<file path="src/rtl/mkd_pkg.sv">
// Shared types, constants and the letter lookup for the Morse key decoder.
// No dependencies; used by mkd_core and morse_key_decoder.
package mkd_pkg;

    localparam int COUNT_BITS_DEF = 16;

    // Configuration register indexes
    localparam logic [1:0] REG_NOISE = 2'd0;
    localparam logic [1:0] REG_DASH  = 2'd1;
    localparam logic [1:0] REG_GAP   = 2'd2;
    localparam logic [1:0] REG_LINE  = 2'd3;

    localparam logic [7:0] NOISE_RST = 8'd3;
    localparam logic [9:0] DASH_RST  = 10'd60;
    localparam logic [7:0] GAP_RST   = 8'd250;
    localparam logic [6:0] LINE_RST  = 7'd16;

    // Result kinds
    localparam logic [1:0] KIND_DOT  = 2'd0;
    localparam logic [1:0] KIND_DASH = 2'd1;
    localparam logic [1:0] KIND_CHAR = 2'd2;

    localparam int          MAX_SYMBOLS = 5;
    localparam logic [3:0]  EMPTY_SLOT  = 4'd10;
    localparam logic [8:0]  SUM_CLEAR   = 9'd4;

    typedef struct packed {
        logic [7:0] noise_ticks;
        logic [9:0] dash_ticks;
        logic [7:0] gap_ticks;
        logic [6:0] line_length;
    } cfg_t;

    typedef struct packed {
        logic       emit;
        logic [1:0] kind;
        logic [6:0] char_code;
        logic       clear_display;
    } res_t;

    // Slot i weighs 2^i: dot 0, dash 1, unused slot 10.
    function automatic logic [8:0] symbol_sum(input logic [2:0] count, input logic [4:0] bits);
        logic [8:0] sum;
        logic [3:0] w;
        sum = '0;
        for (int i = 0; i < MAX_SYMBOLS; i++) begin
            w   = (3'(i) < count) ? {3'b000, bits[i]} : EMPTY_SLOT;
            sum = sum + (9'(w) << i);
        end
        return sum;
    endfunction

    function automatic logic [6:0] sum_to_char(input logic [8:0] s);
        logic [6:0] ch;
        case (s)
            9'd282:  ch = 7'h41; // A
            9'd161:  ch = 7'h42; // B
            9'd165:  ch = 7'h43; // C
            9'd241:  ch = 7'h44; // D
            9'd300:  ch = 7'h45; // E
            9'd164:  ch = 7'h46; // F
            9'd243:  ch = 7'h47; // G
            9'd160:  ch = 7'h48; // H
            9'd280:  ch = 7'h49; // I
            9'd174:  ch = 7'h4A; // J
            9'd245:  ch = 7'h4B; // K
            9'd162:  ch = 7'h4C; // L
            9'd283:  ch = 7'h4D; // M
            9'd281:  ch = 7'h4E; // N
            9'd27:   ch = 7'h4E; // N, alternate
            9'd247:  ch = 7'h4F; // O
            9'd166:  ch = 7'h50; // P
            9'd171:  ch = 7'h51; // Q
            9'd242:  ch = 7'h52; // R
            9'd240:  ch = 7'h53; // S
            9'd301:  ch = 7'h54; // T
            9'd244:  ch = 7'h55; // U
            9'd168:  ch = 7'h56; // V
            9'd246:  ch = 7'h57; // W
            9'd169:  ch = 7'h58; // X
            9'd173:  ch = 7'h59; // Y
            9'd163:  ch = 7'h5A; // Z
            9'd30:   ch = 7'h31; // 1
            9'd28:   ch = 7'h32; // 2
            9'd24:   ch = 7'h33; // 3
            9'd16:   ch = 7'h34; // 4
            9'd0:    ch = 7'h35; // 5
            9'd1:    ch = 7'h36; // 6
            9'd3:    ch = 7'h37; // 7
            9'd7:    ch = 7'h38; // 8
            9'd15:   ch = 7'h39; // 9
            9'd31:   ch = 7'h30; // 0
            9'd14:   ch = 7'h20; // space
            9'd4:    ch = 7'h2A; // '*', clear code
            default: ch = 7'h23; // '#'
        endcase
        return ch;
    endfunction

endpackage

</file>
<file path="src/rtl/mkd_core.sv">
// Key timing state and letter decode: one tick sample per step.
// Depends on mkd_pkg for types, kind codes and the letter lookup.
module mkd_core #(
    parameter int COUNT_BITS = mkd_pkg::COUNT_BITS_DEF
) (
    input  logic          clk,
    input  logic          rst_n,
    input  logic          step,
    input  logic          key,
    input  mkd_pkg::cfg_t cfg,
    output mkd_pkg::res_t res
);
    import mkd_pkg::*;

    localparam int CMP_W = (COUNT_BITS > 10) ? COUNT_BITS : 10;
    localparam logic [COUNT_BITS-1:0] COUNT_MAX = {COUNT_BITS{1'b1}};

    logic                  in_letter_reg, in_letter_next;
    logic [COUNT_BITS-1:0] press_count_reg, press_count_next;
    logic [7:0]            gap_timer_reg, gap_timer_next;
    logic [2:0]            symbol_count_reg, symbol_count_next;
    logic [4:0]            symbol_bits_reg, symbol_bits_next;
    logic [6:0]            line_position_reg, line_position_next;

    logic       is_symbol;
    logic       is_dash;
    logic [8:0] sum;

    assign is_symbol = CMP_W'(press_count_reg) > CMP_W'(cfg.noise_ticks);
    assign is_dash   = CMP_W'(press_count_reg) > CMP_W'(cfg.dash_ticks);
    assign sum       = symbol_sum(symbol_count_reg, symbol_bits_reg);

    always_comb
    begin
        in_letter_next     = in_letter_reg;
        press_count_next   = press_count_reg;
        gap_timer_next     = gap_timer_reg;
        symbol_count_next  = symbol_count_reg;
        symbol_bits_next   = symbol_bits_reg;
        line_position_next = line_position_reg;
        res                = '0;

        if (!in_letter_reg) begin
            if (key) begin
                in_letter_next   = 1'b1;
                press_count_next = COUNT_BITS'(1);
                gap_timer_next   = cfg.gap_ticks;
            end
        end else if (key) begin
            if (press_count_reg != COUNT_MAX)
                press_count_next = press_count_reg + 1'b1;
        end else if (is_symbol) begin
            // sixth and later symbols are reported but not stored
            if (symbol_count_reg < 3'(MAX_SYMBOLS)) begin
                symbol_bits_next[symbol_count_reg] = is_dash;
                symbol_count_next = symbol_count_reg + 1'b1;
            end
            press_count_next = '0;
            gap_timer_next   = cfg.gap_ticks;
            res.emit         = 1'b1;
            res.kind         = is_dash ? KIND_DASH : KIND_DOT;
        end else if (gap_timer_reg > 8'd1) begin
            gap_timer_next = gap_timer_reg - 1'b1;
        end else begin
            // letter ends
            res.emit      = 1'b1;
            res.kind      = KIND_CHAR;
            res.char_code = sum_to_char(sum);
            if (sum == SUM_CLEAR) begin
                res.clear_display  = 1'b1;
                line_position_next = '0;
            end else if (line_position_reg >= cfg.line_length) begin
                res.clear_display  = 1'b1;
                line_position_next = 7'd1;
            end else begin
                line_position_next = line_position_reg + 1'b1;
            end
            in_letter_next    = 1'b0;
            press_count_next  = '0;
            gap_timer_next    = '0;
            symbol_count_next = '0;
            symbol_bits_next  = '0;
        end
    end

    always_ff @(posedge clk or negedge rst_n)
    begin
        if (!rst_n) begin
            in_letter_reg     <= 1'b0;
            press_count_reg   <= '0;
            gap_timer_reg     <= '0;
            symbol_count_reg  <= '0;
            symbol_bits_reg   <= '0;
            line_position_reg <= '0;
        end else if (step) begin
            in_letter_reg     <= in_letter_next;
            press_count_reg   <= press_count_next;
            gap_timer_reg     <= gap_timer_next;
            symbol_count_reg  <= symbol_count_next;
            symbol_bits_reg   <= symbol_bits_next;
            line_position_reg <= line_position_next;
        end
    end

endmodule

</file>
<file path="src/rtl/morse_key_decoder.sv">
// Morse key decoder top level: stream ports, config registers, result register.
// Depends on mkd_pkg and mkd_core.
//
//  channel  | signals                              | carries
//  ---------+--------------------------------------+-------------------------------
//  s_axis   | tvalid tready tdata[7:0]             | one key sample per tick
//  m_axis   | tvalid tready tdata[7:0] tuser[1:0]  | dot, dash or decoded letter
//  cfg      | valid ready index[1:0] data[9:0]     | register writes, always ready
//
// One sample per cycle while results are taken; a request passes the input
// register, then the result register, loaded together with the key state update.
// Reset clears the key state and restores the register defaults.
// A stalled result holds in the result register; one further sample waits in
// the input register, after which s_axis_tready drops.
module morse_key_decoder #(
    parameter int COUNT_BITS = mkd_pkg::COUNT_BITS_DEF
) (
    input  logic       clk,
    input  logic       rst_n,
    input  logic       s_axis_tvalid,
    output logic       s_axis_tready,
    input  logic [7:0] s_axis_tdata,   // [0] key_down, [7:1] zero
    output logic       m_axis_tvalid,
    input  logic       m_axis_tready,
    output logic [7:0] m_axis_tdata,   // [6:0] char_code, [7] clear_display
    output logic [1:0] m_axis_tuser,   // [1:0] kind
    input  logic       cfg_valid,
    output logic       cfg_ready,
    input  logic [1:0] cfg_index,
    input  logic [9:0] cfg_data
);
    import mkd_pkg::*;

    cfg_t cfg_reg;

    logic       in_valid_reg;
    logic       in_key_reg;
    logic       out_valid_reg;
    logic [1:0] out_kind_reg;
    logic [6:0] out_char_reg;
    logic       out_clear_reg;
    logic       advance;
    res_t       res;

    assign cfg_ready = 1'b1;

    always_ff @(posedge clk or negedge rst_n)
    begin
        if (!rst_n) begin
            cfg_reg.noise_ticks <= NOISE_RST;
            cfg_reg.dash_ticks  <= DASH_RST;
            cfg_reg.gap_ticks   <= GAP_RST;
            cfg_reg.line_length <= LINE_RST;
        end else if (cfg_valid) begin
            case (cfg_index)
                REG_NOISE: cfg_reg.noise_ticks <= cfg_data[7:0];
                REG_DASH:  cfg_reg.dash_ticks  <= cfg_data;
                REG_GAP:   cfg_reg.gap_ticks   <= cfg_data[7:0];
                REG_LINE:  cfg_reg.line_length <= cfg_data[6:0];
                default:   ;
            endcase
        end
    end

    // a sample is waiting and the result register is free, or emptying this cycle
    assign advance       = in_valid_reg && (!out_valid_reg || m_axis_tready);
    assign s_axis_tready = !in_valid_reg || advance;

    always_ff @(posedge clk or negedge rst_n)
    begin
        if (!rst_n)
            in_valid_reg <= 1'b0;
        else if (s_axis_tready)
            in_valid_reg <= s_axis_tvalid;
    end

    always_ff @(posedge clk)
    begin
        if (s_axis_tready && s_axis_tvalid)
            in_key_reg <= s_axis_tdata[0];
    end

    mkd_core #(
        .COUNT_BITS(COUNT_BITS)
    ) u_core (
        .clk  (clk),
        .rst_n(rst_n),
        .step (advance),
        .key  (in_key_reg),
        .cfg  (cfg_reg),
        .res  (res)
    );

    always_ff @(posedge clk or negedge rst_n)
    begin
        if (!rst_n)
            out_valid_reg <= 1'b0;
        else if (advance)
            out_valid_reg <= res.emit;
        else if (m_axis_tready)
            out_valid_reg <= 1'b0;
    end

    always_ff @(posedge clk)
    begin
        if (advance && res.emit) begin
            out_kind_reg  <= res.kind;
            out_char_reg  <= res.char_code;
            out_clear_reg <= res.clear_display;
        end
    end

    assign m_axis_tvalid = out_valid_reg;
    assign m_axis_tdata  = {out_clear_reg, out_char_reg};
    assign m_axis_tuser  = out_kind_reg;

    // dot and dash results carry no letter and no clear
    assert property (@(posedge clk) disable iff (!rst_n)
        m_axis_tvalid && (m_axis_tuser != KIND_CHAR) |-> m_axis_tdata == 8'd0)
        else $error("symbol result with letter payload");

    assert property (@(posedge clk) disable iff (!rst_n)
        m_axis_tvalid |-> (m_axis_tuser == KIND_DOT || m_axis_tuser == KIND_DASH
                           || m_axis_tuser == KIND_CHAR))
        else $error("undefined result kind");

    // an empty result register never holds off the input side
    assert property (@(posedge clk) disable iff (!rst_n)
        !out_valid_reg |-> s_axis_tready)
        else $error("input stalled with result register empty");

    // a sample only enters the key state when a result slot is guaranteed
    assert property (@(posedge clk) disable iff (!rst_n)
        advance |-> in_valid_reg && (!m_axis_tvalid || m_axis_tready))
        else $error("step taken while result stalled");

endmodule

</file>
<file path="config.mk">
export PLATFORM = sky130hd
export DESIGN_NAME = morse_key_decoder
export DESIGN_NICKNAME = d
export VERILOG_FILES = /design/src/rtl/mkd_pkg.sv /design/src/rtl/mkd_core.sv /design/src/rtl/morse_key_decoder.sv
export SDC_FILE = /design/constraint.sdc
export NUM_CORES = 1
export LEC_CHECK = 0
export BUFFER_PORTS_ARGS = -buffer_cell sky130_fd_sc_hd__clkbuf_2
export CAP_MARGIN = 20
export CORE_MARGIN = 2
export CORE_UTILIZATION = 53
export DETAILED_ROUTE_END_ITERATION = 10
export HOLD_SLACK_MARGIN = 0.02
export PLACE_DENSITY = 0.8
export SLEW_MARGIN = 40
export SYNTH_ARGS = -nofsm -noshare
export SYNTH_HDL_FRONTEND = slang
export SYNTH_SLANG_ARGS = --single-unit
</file>
<file path="constraint.sdc">
create_clock -name clk -period 4.4 [get_ports clk]
set_clock_uncertainty 0.2 [all_clocks]
set_input_delay 0.22 -clock clk [delete_from_list [all_inputs] [get_ports clk]]
set_output_delay 0.22 -clock clk [all_outputs]
set_load 0.05 [all_outputs]
</file>
# [After elaboration in Yosys (flattened, before gate mapping)]
# Index checks and enable logic that the tools add are counted.
[classes] n_reduce_logical=23 addsub=8 muxes=43 n_lt_le_gt_ge=12 eq_ne=47 shift=0 div_mod_pow=0 multipliers=0 n_bitwise=4
[ops] operator="one-hot mux 7 bit (38 select lines)" count=1
[ops] operator="equality test 9 x 8 -> 1 bit (second input constant)" count=20
[ops] operator="two-way mux 16 bit" count=6
[ops] operator="equality test 9 x 5 -> 1 bit (second input constant)" count=6
[ops] operator="equality test 9 bit (second input constant)" count=6
[ops] operator="two-way mux 8 bit" count=6
[ops] operator="two-way mux 11 bit" count=3
[ops] operator="two-way mux 4 bit" count=5
[ops] operator="equality test 9 x 3 -> 1 bit (second input constant)" count=2
[ops] operator="equality test 9 x 4 -> 1 bit (second input constant)" count=2
[ops] operator="adder 16 x 1 -> 16 bit (second input constant)" count=1
[ops] operator="> comparator 16 x 10 -> 1 bit" count=1
[ops] operator="> comparator 16 x 8 -> 1 bit" count=1
[ops] operator="!= test 16 bit (second input constant)" count=1
[ops] operator="two-way mux 5 bit" count=3
[ops] operator="two-way mux 7 bit" count=2
[ops] operator="two-way mux 3 bit" count=4
[ops] operator="two-way mux 1 bit" count=11
[ops] operator="AND reduction 5 bit" count=2
[ops] operator="adder 9 x 6 -> 9 bit" count=1
[ops] operator="adder 9 x 7 -> 9 bit" count=1
[ops] operator="adder 9 x 8 -> 9 bit" count=1
[ops] operator="equality test 9 x 1 -> 1 bit (second input constant)" count=1
[ops] operator="equality test 9 x 2 -> 1 bit (second input constant)" count=1
[ops] operator="other kinds (32)" count=49
[word_totals] elab_cells=153 ramBits=0 out_inout_bits=13 n_memories=0 reg_bits=86 in_bits=25 latch_bits=0 mem_bits_ro=0

# [Depth between registers and ports, before layout]
# Gate-level depths: netlist of run 1.
[logic_depth] ltp_word=14 ltp_mapped=23 depth_no_buf=20

# [Modules after synthesis]
# A second synthesis of run 1 with hierarchy kept.
[unflattened] cells_unflattened=650 area_unflattened_um2=6069.6
[modules_own_cells] module="mkd_core" cells_per_inst=555 area_per_inst_um2=4362.9 instances=1
[modules_own_cells] module="morse_key_decoder" cells_per_inst=95 area_per_inst_um2=1706.6 instances=1

# [Worst setup path after synthesis of run 1]
# No wires, ideal clock.
[synth_path] path_type="register to register" start="register u_core.symbol_count_reg[0]" end="register out_char_reg[4] (data pin)" required_ns=3.933 arrival_time_ns=4.464 n_path_buf=3 path_stages_with_launch=23 path_slack_ns=-0.531 synth_period_minus_slack_ns=4.931 cell_sequence="dfrtp_1 > buf_6 > clkbuf_1 > inv_1 > ha_1 > nand2b_1 > inv_1 > ha_1 > nand2_1 > xnor2_1 > nand2_1 > fa_1 > inv_1 > ha_1 > fa_1 > clkbuf_1 > xnor2_1 > nor2_1 > o2111ai_1 > a211oi_1 > or4_4 > a311oi_1 > nor3_1"
[synth_between] elab_chain_len=9 elab_cells_between_ends=55
[synth_lines] element="from (decl)" line_no="mkd_core.sv:21" source="logic [2:0] symbol_count_reg, symbol_count_next;"
[synth_lines] element="from (signal assigned)" line_no="mkd_core.sv:99" source="symbol_count_reg <= symbol_count_next;"
[synth_lines] element="less-than comparator 1 x 3 -> 1 bit" line_no="mkd_pkg.sv:47" source="w = (3'(i) < count) ? {3'b000, bits[i]} : EMPTY_SLOT;"
[synth_lines] element="two-way mux 4 bit" line_no="mkd_pkg.sv:47"
[synth_lines] element="adder 4 x 5 -> 6 bit" line_no="mkd_pkg.sv:48" source="sum = sum + (9'(w) << i);"
[synth_lines] element="adder 9 x 6 -> 9 bit" line_no="mkd_pkg.sv:48"
[synth_lines] element="adder 9 x 7 -> 9 bit" line_no="mkd_pkg.sv:48"
[synth_lines] element="adder 9 x 8 -> 9 bit *" line_no="mkd_pkg.sv:48"
[synth_lines] element="equality test 9 bit / equality test 9 x 5 -> 1 bit (equally long branches)" line_no="mkd_pkg.sv:55" source="case (s)"
[synth_lines] element="OR reduction 2 bit (no source line)"
[synth_lines] element="one-hot mux 7 bit (38 select lines) *" line_no="mkd_pkg.sv:55"
[synth_lines] element="to (signal assigned)" line_no="morse_key_decoder.sv:108" source="out_char_reg <= res.char_code;"
[synth_lines] element="to (decl)" line_no="morse_key_decoder.sv:40" source="logic [6:0] out_char_reg;"
# Every way passes the cells marked *; elsewhere a longest branch is shown, timed or not.
# A chain may end at the register's enable or synchronous reset.

# [Worst setup path after layout of run 1]
[layout_path] start="register u_core.symbol_count_reg[1]" end="register out_char_reg[2] (data pin)"
# Same word-level chain as after synthesis.

==> impl_results.md, run 1 <==
- Gate Count Post-Synth: 657
- DR pass1 iterations: 5
- Pwr dens: 825 nW/um^2
- Yosys top cell area share: 0.256
- Total Routed Length: 16500 um
- Clock slew at reported path FFs: 70 ps
- Cell Area, Synth: 6060 sq um
- Peak fanout along the critical path: 5
- GRT overflow: 0
- RR Startpoint: u_core.symbol_count_reg[1]
- Area Growth Syn to Fin: 19.6%
- RePlAce Congestion: 0.974
- Power Internal: 3.10 mW
- CTS root buffer: clkbuf_16
- Worst EP arrival: 4320 ps
- TritonCTS clock tree: yes
- DR WL met3: 1060 um
- Worst Tran Pin Value: 776 ps
- Dpl cells: 833
- Row Count: 39
- Filler-free cell count of the finished design: 868
- FF+latch count, synth: 86
- Sequential Area: 2220 sq um
- Switch Pwr: 2.88 mW
- Crit start category: register
- RR Endpoint: out_char_reg[2]
- Synth warnings: 0
- CP required: 4270 ps
- Seq/Total Area, Yosys: 0.367
- Iter 0 DRT Violations: 443
- Layout Nets: 786
- Hold Path Class: in2reg
- Final Max Slew Viols: 0
- Via Count: 5596
- Worst R2R Path Depth: 19
- Ratio of cells with drive above 1 in the final layout: 0.255
- Flop pwr share: 0.192
- Final count of hold timing violations: 0
- Sink Count: 86
- Combinational group share of total power: 0.678
- Fin worst setup slack: -50.7 ps
- Largest net degree at the start of global routing: 76
- DRT met1 WL: 6720 um
- Setup violators final: 5
- Max Clk Rate: 225 MHz
- Total track usage: 0.273
- Longest Clk Path Bufs: 2
- Maxcap violations: 0
- Detail Placement HPWL: 11600 um
- WL met2: 8250 um
- Ranking of synthesized cells by area: dfrtp_1, ha_1, dfstp_2
- Syn avg cell area: 9.23 sq um
- Crit path kind: reg2reg
- Initial core utilization: 0.538
- Crit end category: register
- Crit path to: out_char_reg[2]
- Multi-input gate area: 3790 sq um
- Largest register FFs: 33
- Core box area: 11300 sq um
- Die width: 111 um
- CP max stage delay: 580 ps
- Initial antenna violation count: 0
- Cell family with most CP delay: adder cells
- Clock group share of total power: 0.130
- Total power: 5.98 mW
- Critical-path top delay cell: or4_4
- Outcome: finished, violations left
- First-pass GRT wire length: 27600 um
- Worst path cell trace: inv_2, ha_4, nand2b_4, inv_4, ha_4, nand2_4, xnor2_2, nand2_1, fa_1, inv_1, ha_2, fa_2, buf_6, xnor2_2, a221o_1, o21ba_4, or4_4, nor4_4, a311oi_1
- Fillers: 864
- Most common cell after layout, fill and taps aside: dfrtp_1
- RSZ-0062 raised after global routing: true
- Final worst path period need: 4450 ps
- Post-synth EDFFs: 11
- Io pins: 38
- Cell taking the most area after synthesis: dfrtp_1
- Worst path bufs/invs: 4
- Reg2Reg Setup Slack: -50 ps
- Die area: 12300 sq um
- Uppermost layer routed: met4
- Switch share: 0.482
- Routed wire per std cell: 19.1 um
- Residual DRC: 0
- ANT cells: 0
- Final period utilization: 1.01
- VDD IR-drop max: 0.634 mV
- Post-synth ARST share: 0.872
- Synth Net Count: 723
- Relative slew slack: 0.479
- H-tree levels: 3
- Via density: 6.45
- Post-route ant nets: 0
- Netlist cell types: 81
- Main flop type after synthesis: dfrtp_1
- Vias in the first global route: 5674
- Pleak: 3.08 nW
- Failing checks: setup timing
- Crit path launch: u_core.symbol_count_reg[1]
- Crit. path cell count: 19
- Die Height: 111 um
- Port-buffer cells: 29
- Worst skew pair latency: 340 ps
- Inserted Clock Buffers: 9
- Most frequent cells in the layout: dfrtp_1, nand2_1, nor2_1, buf_4, inv_1
## metrics by stage
stage                     worst slack, ps  setup TNS [ps]  cell area, sq um  hold WS, ps  utilization
after floorplan                      -148            -503              6130         -276            -
after global routing                 -230           -1570              7250         65.5        0.643
after detailed placement             -101            -231              6550         82.2        0.581
after CTS                           -15.7           -23.6              7160         32.5        0.635
after global placement              -29.7           -29.7              6550          198        0.581
final                               -50.7            -181              7250         35.6        0.643
## worst min-delay path, cell delays in order
cell,delay [ps]
clkbuf_2,170
nand2_1,70
o21ai_0,80
## per-layer routing
layer	up-vias	global-route usage
met5	-	0
met4	0	0.110
met3	54	0.0421
met2	271	0.473
met1	2727	0.343
li1	2544	-
## power by group through the flow
stage	Clock, mW	Sequential [mW]	Combinational [mW]
after floorplan	0	1.14	2.39
after global placement	0	1.14	3.39
after detailed placement	0	1.15	3.50
after CTS	0.786	1.14	3.82
after global routing	0.816	1.17	4.33
final	0.778	1.15	4.05
## cell usage after synthesis, types with 10 or more instances
| library cell | number |
|---|---|
| dfrtp_1 | 62 |
| nand2_1 | 54 |
| nor2_1 | 45 |
| inv_1 | 41 |
| ha_1 | 38 |
| o21ai_0 | 33 |
| mux2_2 | 27 |
| a21oi_1 | 26 |
| nor3_1 | 25 |
| nand3_1 | 22 |
| clkbuf_1 | 20 |
| nand4_1 | 17 |
| nand2b_1 | 14 |
| dfstp_2 | 13 |
| or3_1 | 13 |
| xnor2_1 | 13 |
| edfxtp_1 | 11 |
| o21a_1 | 10 |
## layout make-up
type / count / area share
clock buffer: 10 / 0.0330
clock inverter: 6 / 0.00949
inverter: 42 / 0.0224
multi-input combinational: 500 / 0.523
sequential: 86 / 0.307
tap: 143 / 0.0247
timing repair buffer: 81 / 0.0806
## what timing repair did
action	4_1_cts	5_1_grt
setup buffers	7	1
endpoints found under the setup margin	10	13
pin swaps	18	19
resized for setup	29	14
hold buffers	11	0
hold endpoints to repair	85	0
## cell families (layout without fill, tap and decap cells)
family / count (synthesis) / in the layout / synth area share
and+or+nand+nor: 250 / 250 / 0.224
AOI/OAI and AO/OA: 157 / 157 / 0.182
DFF: 86 / 86 / 0.367
buffers and inverters: 71 / 139 / 0.0483
adders and majority gates: 41 / 41 / 0.0883
muxes: 37 / 37 / 0.0687
xor gates and xnor gates: 14 / 14 / 0.0215
other: 1 / 1 / 0.000619
## worst min path at each step
stage                      from  slack, ps  depth (start not counted)     endpoint
global route        cfg_data[5]         70                          2   cfg_reg[5]
detailed placement        rst_n         80                          1  cfg_reg[32]
global placement          rst_n        200                          1  cfg_reg[30]
finish              cfg_data[6]         40                          3  cfg_reg[31]
CTS                 cfg_data[6]         30                          3  cfg_reg[31]
floorplan                 rst_n       -280                          0   cfg_reg[0]
Note: power is estimated with default switching activity, not from simulation.
==> run 2: changes to the inputs <==
--- a/config.mk
+++ b/config.mk
@@ -12,7 +12,9 @@
 export DETAILED_ROUTE_END_ITERATION = 10
 export HOLD_SLACK_MARGIN = 0.02
 export PLACE_DENSITY = 0.8
+export SKIP_LAST_GASP = 1
 export SLEW_MARGIN = 40
 export SYNTH_ARGS = -nofsm -noshare
 export SYNTH_HDL_FRONTEND = slang
+export SYNTH_HIERARCHICAL = 1
 export SYNTH_SLANG_ARGS = --single-unit
==> run 2 against run 1 <==
Effect of this change:
- the run now ends clean
- area after synthesis grew 0.12%
- sequential share of layout area is 0.66 points higher
- non-clock buffer count shrank 1
- routed wire length shrank 5.2%
- critical path depth shrank 5
- die area grew 0.13%
- cell area down 2.0%
- worst setup slack improved by 160 ps
- critical path type unchanged
==> impl_results.md, run 2 <==
- Outcome: finished, final reports clean
- Total negative slack: 0 ps
- Final worst path period need: 4290 ps
- Largest net degree at the start of global routing: 60
- TritonCTS clock tree: yes
- Crit path kind: reg2reg
- Gate Count Post-Synth: 650
- Initial core utilization: 0.538
- Area Growth Syn to Fin: 17.0%
- Iter 0 DRT Violations: 599
- Pwr dens: 720 nW/um^2
- Worst Tran Pin Value: 726 ps
- Netlist cell types: 79
- Worst EP arrival: 4170 ps
- Inserted Clock Buffers: 9
- Initial antenna violation count: 0
- Routed wire per std cell: 18.2 um
- Worst path bufs/invs: 3
- RR Endpoint: out_char_reg[4]
- Main flop type after synthesis: dfrtp_1
- CP required: 4280 ps
- Setup violators final: 0
- H-tree levels: 3
- Final count of hold timing violations: 0
- Synth cell count leaders: dfrtp_1, nand2_1, nor2_1
- FF+latch count, synth: 86
- CP max stage delay: 540 ps
- Final Max Slew Viols: 0
- Die area: 12300 sq um
- Critical-path top delay cell: or4_4
- Row Count: 39
- Pleak: 3.23 nW
- Cell family with most CP delay: compound AO/OA/AOI/OAI gates
- Largest register FFs: 33
- Relative slew slack: 0.514
- Crit. path cell count: 14
- Ranking of synthesized cells by area: dfrtp_1, ha_1, mux2_2
- Reg2Reg Setup Slack: 110 ps
- Seq/Total Area, Yosys: 0.366
- Die Height: 111 um
- Total track usage: 0.258
- Layout Nets: 781
- Synth Net Count: 716
- Fin util: 0.630
- GRT overflow: 0
- DR pass1 iterations: 6
- Cell taking the most area after synthesis: dfrtp_1
- Vias in the first global route: 5556
- Peak fanout along the critical path: 4
- VDD IR-drop max: 0.426 mV
- Worst path cell trace: buf_4, a21o_4, inv_2, fa_2, fa_2, a21oi_4, a2bb2oi_4, mux2i_4, buf_4, nor2_1, a22oi_2, nand3b_1, or4_4, o311a_1
- RePlAce Congestion: 0.962
- Maxcap violations: 0
- Worst R2R Path Depth: 14
- Total Routed Length: 15700 um
- Die width: 111 um
- Crit end category: register
- Io pins: 38
- Post-synth ARST share: 0.872
- Via Count: 5541
- Cell Area, Synth: 6070 sq um
- Post-route ant nets: 0
- Synth warnings: 6
- Worst skew pair latency: 340 ps
- Most common cell after layout, fill and taps aside: dfrtp_1
- Detail Placement HPWL: 11200 um
- Sink Count: 86
- RR Startpoint: u_core/symbol_count_reg[0]
- Port-buffer cells: 29
- CTS root buffer: clkbuf_16
- First-pass GRT wire length: 26300 um
- Crit path to: out_char_reg[4]
- Longest Clk Path Bufs: 2
- Top-count cell post-synth: dfrtp_1
- Crit start category: register
- Clock slew at reported path FFs: 60 ps
- Post-synth EDFFs: 11
- Final period utilization: 0.975
- Yosys top cell area share: 0.256
- Residual DRC: 0
- Hold Slack: 140 ps
- Via density: 6.42
- Crit path launch: u_core/symbol_count_reg[0]
- Most frequent cells in the layout: dfrtp_1, nand2_1, nor2_1, inv_1, ha_1
- Hold Path Class: in2async
- Ratio of cells with drive above 1 in the final layout: 0.224
- Core box area: 11300 sq um
- Syn avg cell area: 9.34 sq um
- ANT cells: 0
- Max Clk Rate: 233 MHz
-- run 2: cell types whose count changed after synthesis, sizes merged, moves of 7 or more --
cell   previous run  this run
mux2             27        36
a21oi            27        34
xnor2            13         5
a31oi             9        18
and3              4        13
o21ai            37        24
-- run 2: worst reg2reg max path: cells and delay by family (launching register included) --
family                   cells  cell delay, ps
adder cells (fa/ha/maj)      2             890
flip-flops                   1             440
multiplexers                 1             300
AND/OR/NAND/NOR              3             800
buffers and inverters        3             390
AO/OA/AOI/OAI                5            1010
-- run 2: kinds of logic (layout without fill, tap and decap cells) --
| group | Yosys count | in the layout | synth area share |
|---|---|---|---|
| buf+inv | 67 | 137 | 0.0464 |
| flops | 86 | 86 | 0.366 |
| other cells | 1 | 1 | 0.000618 |
| fa+ha+maj | 41 | 41 | 0.0870 |
| xor+xnor | 7 | 7 | 0.0113 |
| simple gates | 236 | 236 | 0.206 |
| compound gates | 165 | 165 | 0.194 |
| mux | 47 | 47 | 0.0876 |
-- run 2: worst min path at each step --
stage                      start     endpoint  slack [ps]  cells after the start
floorplan                  rst_n   cfg_reg[0]        -280                      0
global placement           rst_n   cfg_reg[5]         -60                      1
detailed placement         rst_n   cfg_reg[6]         -50                      1
CTS                        rst_n   cfg_reg[6]         130                      2
global route        cfg_index[0]  cfg_reg[26]         170                      3
finish                     rst_n   cfg_reg[6]         140                      2
-- run 2: layout make-up --
type                    count  area, sq um
multi-input cells         497         3670
flip-flops and latches     86         2230
well taps                 143          179
inverters                  41          156
fillers                   884         4170
clock buffers              14          265
repair buffers             80          569
clock inverters             2         38.8
-- run 2: stage by stage --
stage | setup WS (ps) | instances | cell area [sq um] | power, mW
2_1_floorplan | -69.9 | 650 | 6150 | 3.30
3_3_place_gp | 42.2 | 828 | 6570 | 4.08
3_5_place_dp | -45.8 | 828 | 6570 | 4.15
4_1_cts | 31.2 | 860 | 7040 | 4.97
5_1_grt | -7.86 | 863 | 7100 | 5.45
6_report | 110 | 863 | 7100 | 5.11
-- run 2: timing repair --
action	4_1_cts	5_1_grt
resized for setup	1	9
setup endpoints to repair	3	5
endpoints found under the hold margin	53	0
hold buffers	15	0
pin swaps	0	7
buffers inserted	1	3
-- run 2: metal layers --
| metal | track usage | wire [um] |
|---|---|---|
| met5 | 0 | 0 |
| met3 | 0.0372 | 808 |
| met1 | 0.320 | 6450 |
| met2 | 0.451 | 7880 |
| met4 | 0.105 | 541 |
-- run 2: report_power, final --
part           leakage, nW  internal (mW)  switching (mW)
Clock                0.147          0.477           0.297
Sequential            1.02           1.00           0.161
Combinational         2.06           1.26            1.92
==> run 3: changes to the inputs <==
==> constraint.sdc (replaced) <==
create_clock -name clk -period 3.5 [get_ports clk]
set_clock_uncertainty 0.2 [all_clocks]
set_input_delay 0.175 -clock clk [delete_from_list [all_inputs] [get_ports clk]]
set_output_delay 0.175 -clock clk [all_outputs]
set_load 0.05 [all_outputs]
==> run 3 against run 2 <==
Effect of this change:
- the flow now finishes with violations (setup timing)
- core utilization rose by 5.4 points
- largest cell class unchanged
- register-to-register slack worse by 850 ps
- hold slack lost 5.8 ps
- clock power is 20% higher
- routed wire length is 11% higher
- global-route usage grew 3.0 points
- maximum frequency increased by 1.2%
- die area is the same
- worst setup slack lost 850 ps
- critical path depth stayed put
- flip-flop and latch count is the same
==> impl_results.md, run 3 (synthesis results as in run 2) <==
- Outcome: finished, violations left
- Failing checks: setup timing
- RePlAce Congestion: 0.918
- CTS root buffer: clkbuf_16
- H-tree levels: 3
- Detail Placement HPWL: 12600 um
- Fillers: 824
- Layout Nets: 844
- Crit path kind: reg2reg
- Clock slew at reported path FFs: 70 ps
- Worst skew pair latency: 340 ps
- ANT cells: 0
- Sink Count: 86
- Core box area: 11300 sq um
- TritonCTS clock tree: yes
- Critical-path top delay cell: or4_4
- Via Count: 5867
- Final worst path period need: 4240 ps
- Iter 0 DRT Violations: 506
- CP max stage delay: 490 ps
- DR pass1 iterations: 5
- Sequential Area: 2220 sq um
- Fin worst setup slack: -739 ps
- Die Height: 111 um
- Final period utilization: 1.21
- Row Count: 39
- GRT overflow: 0
- Dpl cells: 883
- RSZ-0062 raised after global routing: true
- VDD IR-drop max: 0.852 mV
- Crit start category: register
- Max Clk Rate: 236 MHz
- Die area: 12300 sq um
- Die width: 111 um
- Longest Clk Path Bufs: 2
- Worst EP arrival: 4130 ps
- Port-buffer cells: 29
- Largest register FFs: 33
- Design area: 7710 sq um
- Hold Path Class: in2reg
- Area Growth Syn to Fin: 27.1%
- CP required: 3390 ps
- Io pins: 38
- Vias in the first global route: 5890
- Pleak: 3.57 nW
- Pwr dens: 989 nW/um^2
- Placed cell area: 7030 sq um
- First-pass GRT wire length: 28800 um
- Inserted Clock Buffers: 9
- Multi-input gate area: 3790 sq um
- Setup violators final: 14
- Initial core utilization: 0.538
- Via density: 6.34
- Total track usage: 0.288
- Ratio of cells with drive above 1 in the final layout: 0.314
- Worst Tran Pin Value: 744 ps
- Routed wire per std cell: 18.8 um
- Most common cell after layout, fill and taps aside: buf_4
- Relative slew slack: 0.502
- Total Routed Length: 17400 um
- Largest net degree at the start of global routing: 76
- Post-route ant nets: 0
- Worst path cell trace: buf_6, a21o_4, and2_4, ha_4, ha_4, fa_2, a21oi_4, a2bb2oi_4, mux2i_4, nor3_4, o2bb2ai_2, or4_4, or4_4, o311a_1
- Crit end category: register
- Final Max Slew Viols: 0
- Residual DRC: 0
- Final count of hold timing violations: 0
- Peak fanout along the critical path: 4
- Most frequent cells in the layout: buf_4, dfrtp_1, nand2_1, nor2_1
- Maxcap violations: 0
- Initial antenna violation count: 0
- Filler-free cell count of the finished design: 926
## run 3: worst max-delay path, delay by kind of cell, from the launching register on
family          cells  cell delay [ps]
fa+ha+maj           3              800
mux                 1              350
compound gates      5              890
simple gates        4             1170
buf+inv             1              140
flops               1              420
## run 3: layout make-up
type,count,area share
sequential,86,0.288
multi-input combinational,497,0.491
timing repair buffer,143,0.139
tap,143,0.0232
clock inverter,5,0.00503
clock buffer,11,0.0328
inverter,41,0.0206
## run 3: per-stage QoR
step	setup TNS (ps)	total power, mW	setup slack (ps)	utilization	hold WS, ps
6_report	-5440	7.63	-739	0.684	134
5_1_grt	-7170	8.09	-838	0.684	145
4_1_cts	-5780	7.19	-696	0.672	124
3_5_place_dp	-6230	6.01	-827	0.624	36.1
3_3_place_gp	-4930	5.90	-718	0.624	154
2_1_floorplan	-6370	4.25	-970	-	-321
## run 3: path summary, 6_finish.rpt
kind / start / to / slack (ps) / cells past startpoint
max: u_core/symbol_count_reg[1] / out_char_reg[3] / -740 / 14
min: cfg_index[0] / cfg_reg[28] / 130 / 3
max reg2reg: u_core/symbol_count_reg[1] / out_char_reg[3] / -740 / 14
min reg2reg: cfg_reg[30] / cfg_reg[30] / 310 / 1
max in group asynchronous: rst_n / u_core/symbol_count_reg[0] / 2390 / 2
min in group asynchronous: rst_n / cfg_reg[6] / 230 / 2
## run 3: where the power goes
group          internal, mW  total [mW]  switching, mW
logic                  2.37        5.24           2.87
clock network         0.526       0.925          0.399
registers              1.26        1.46          0.200
## run 3: routing by layer
| metal | vias up | GRT usage | wire length, um |
|---|---|---|---|
| met3 | 69 | 0.0394 | 1050 |
| met5 | - | 0 | 0 |
| li1 | 2689 | - | - |
| met2 | 305 | 0.503 | 8860 |
| met1 | 2804 | 0.353 | 6870 |
| met4 | 0 | 0.132 | 646 |
## run 3: repair_timing
action | in CTS | in global routing
endpoints found under the hold margin | 99 | 0
pin swaps | 9 | 9
resized for setup | 12 | 24
endpoints found under the setup margin | 14 | 15
setup buffers | 8 | 5
hold buffers | 15 | 0
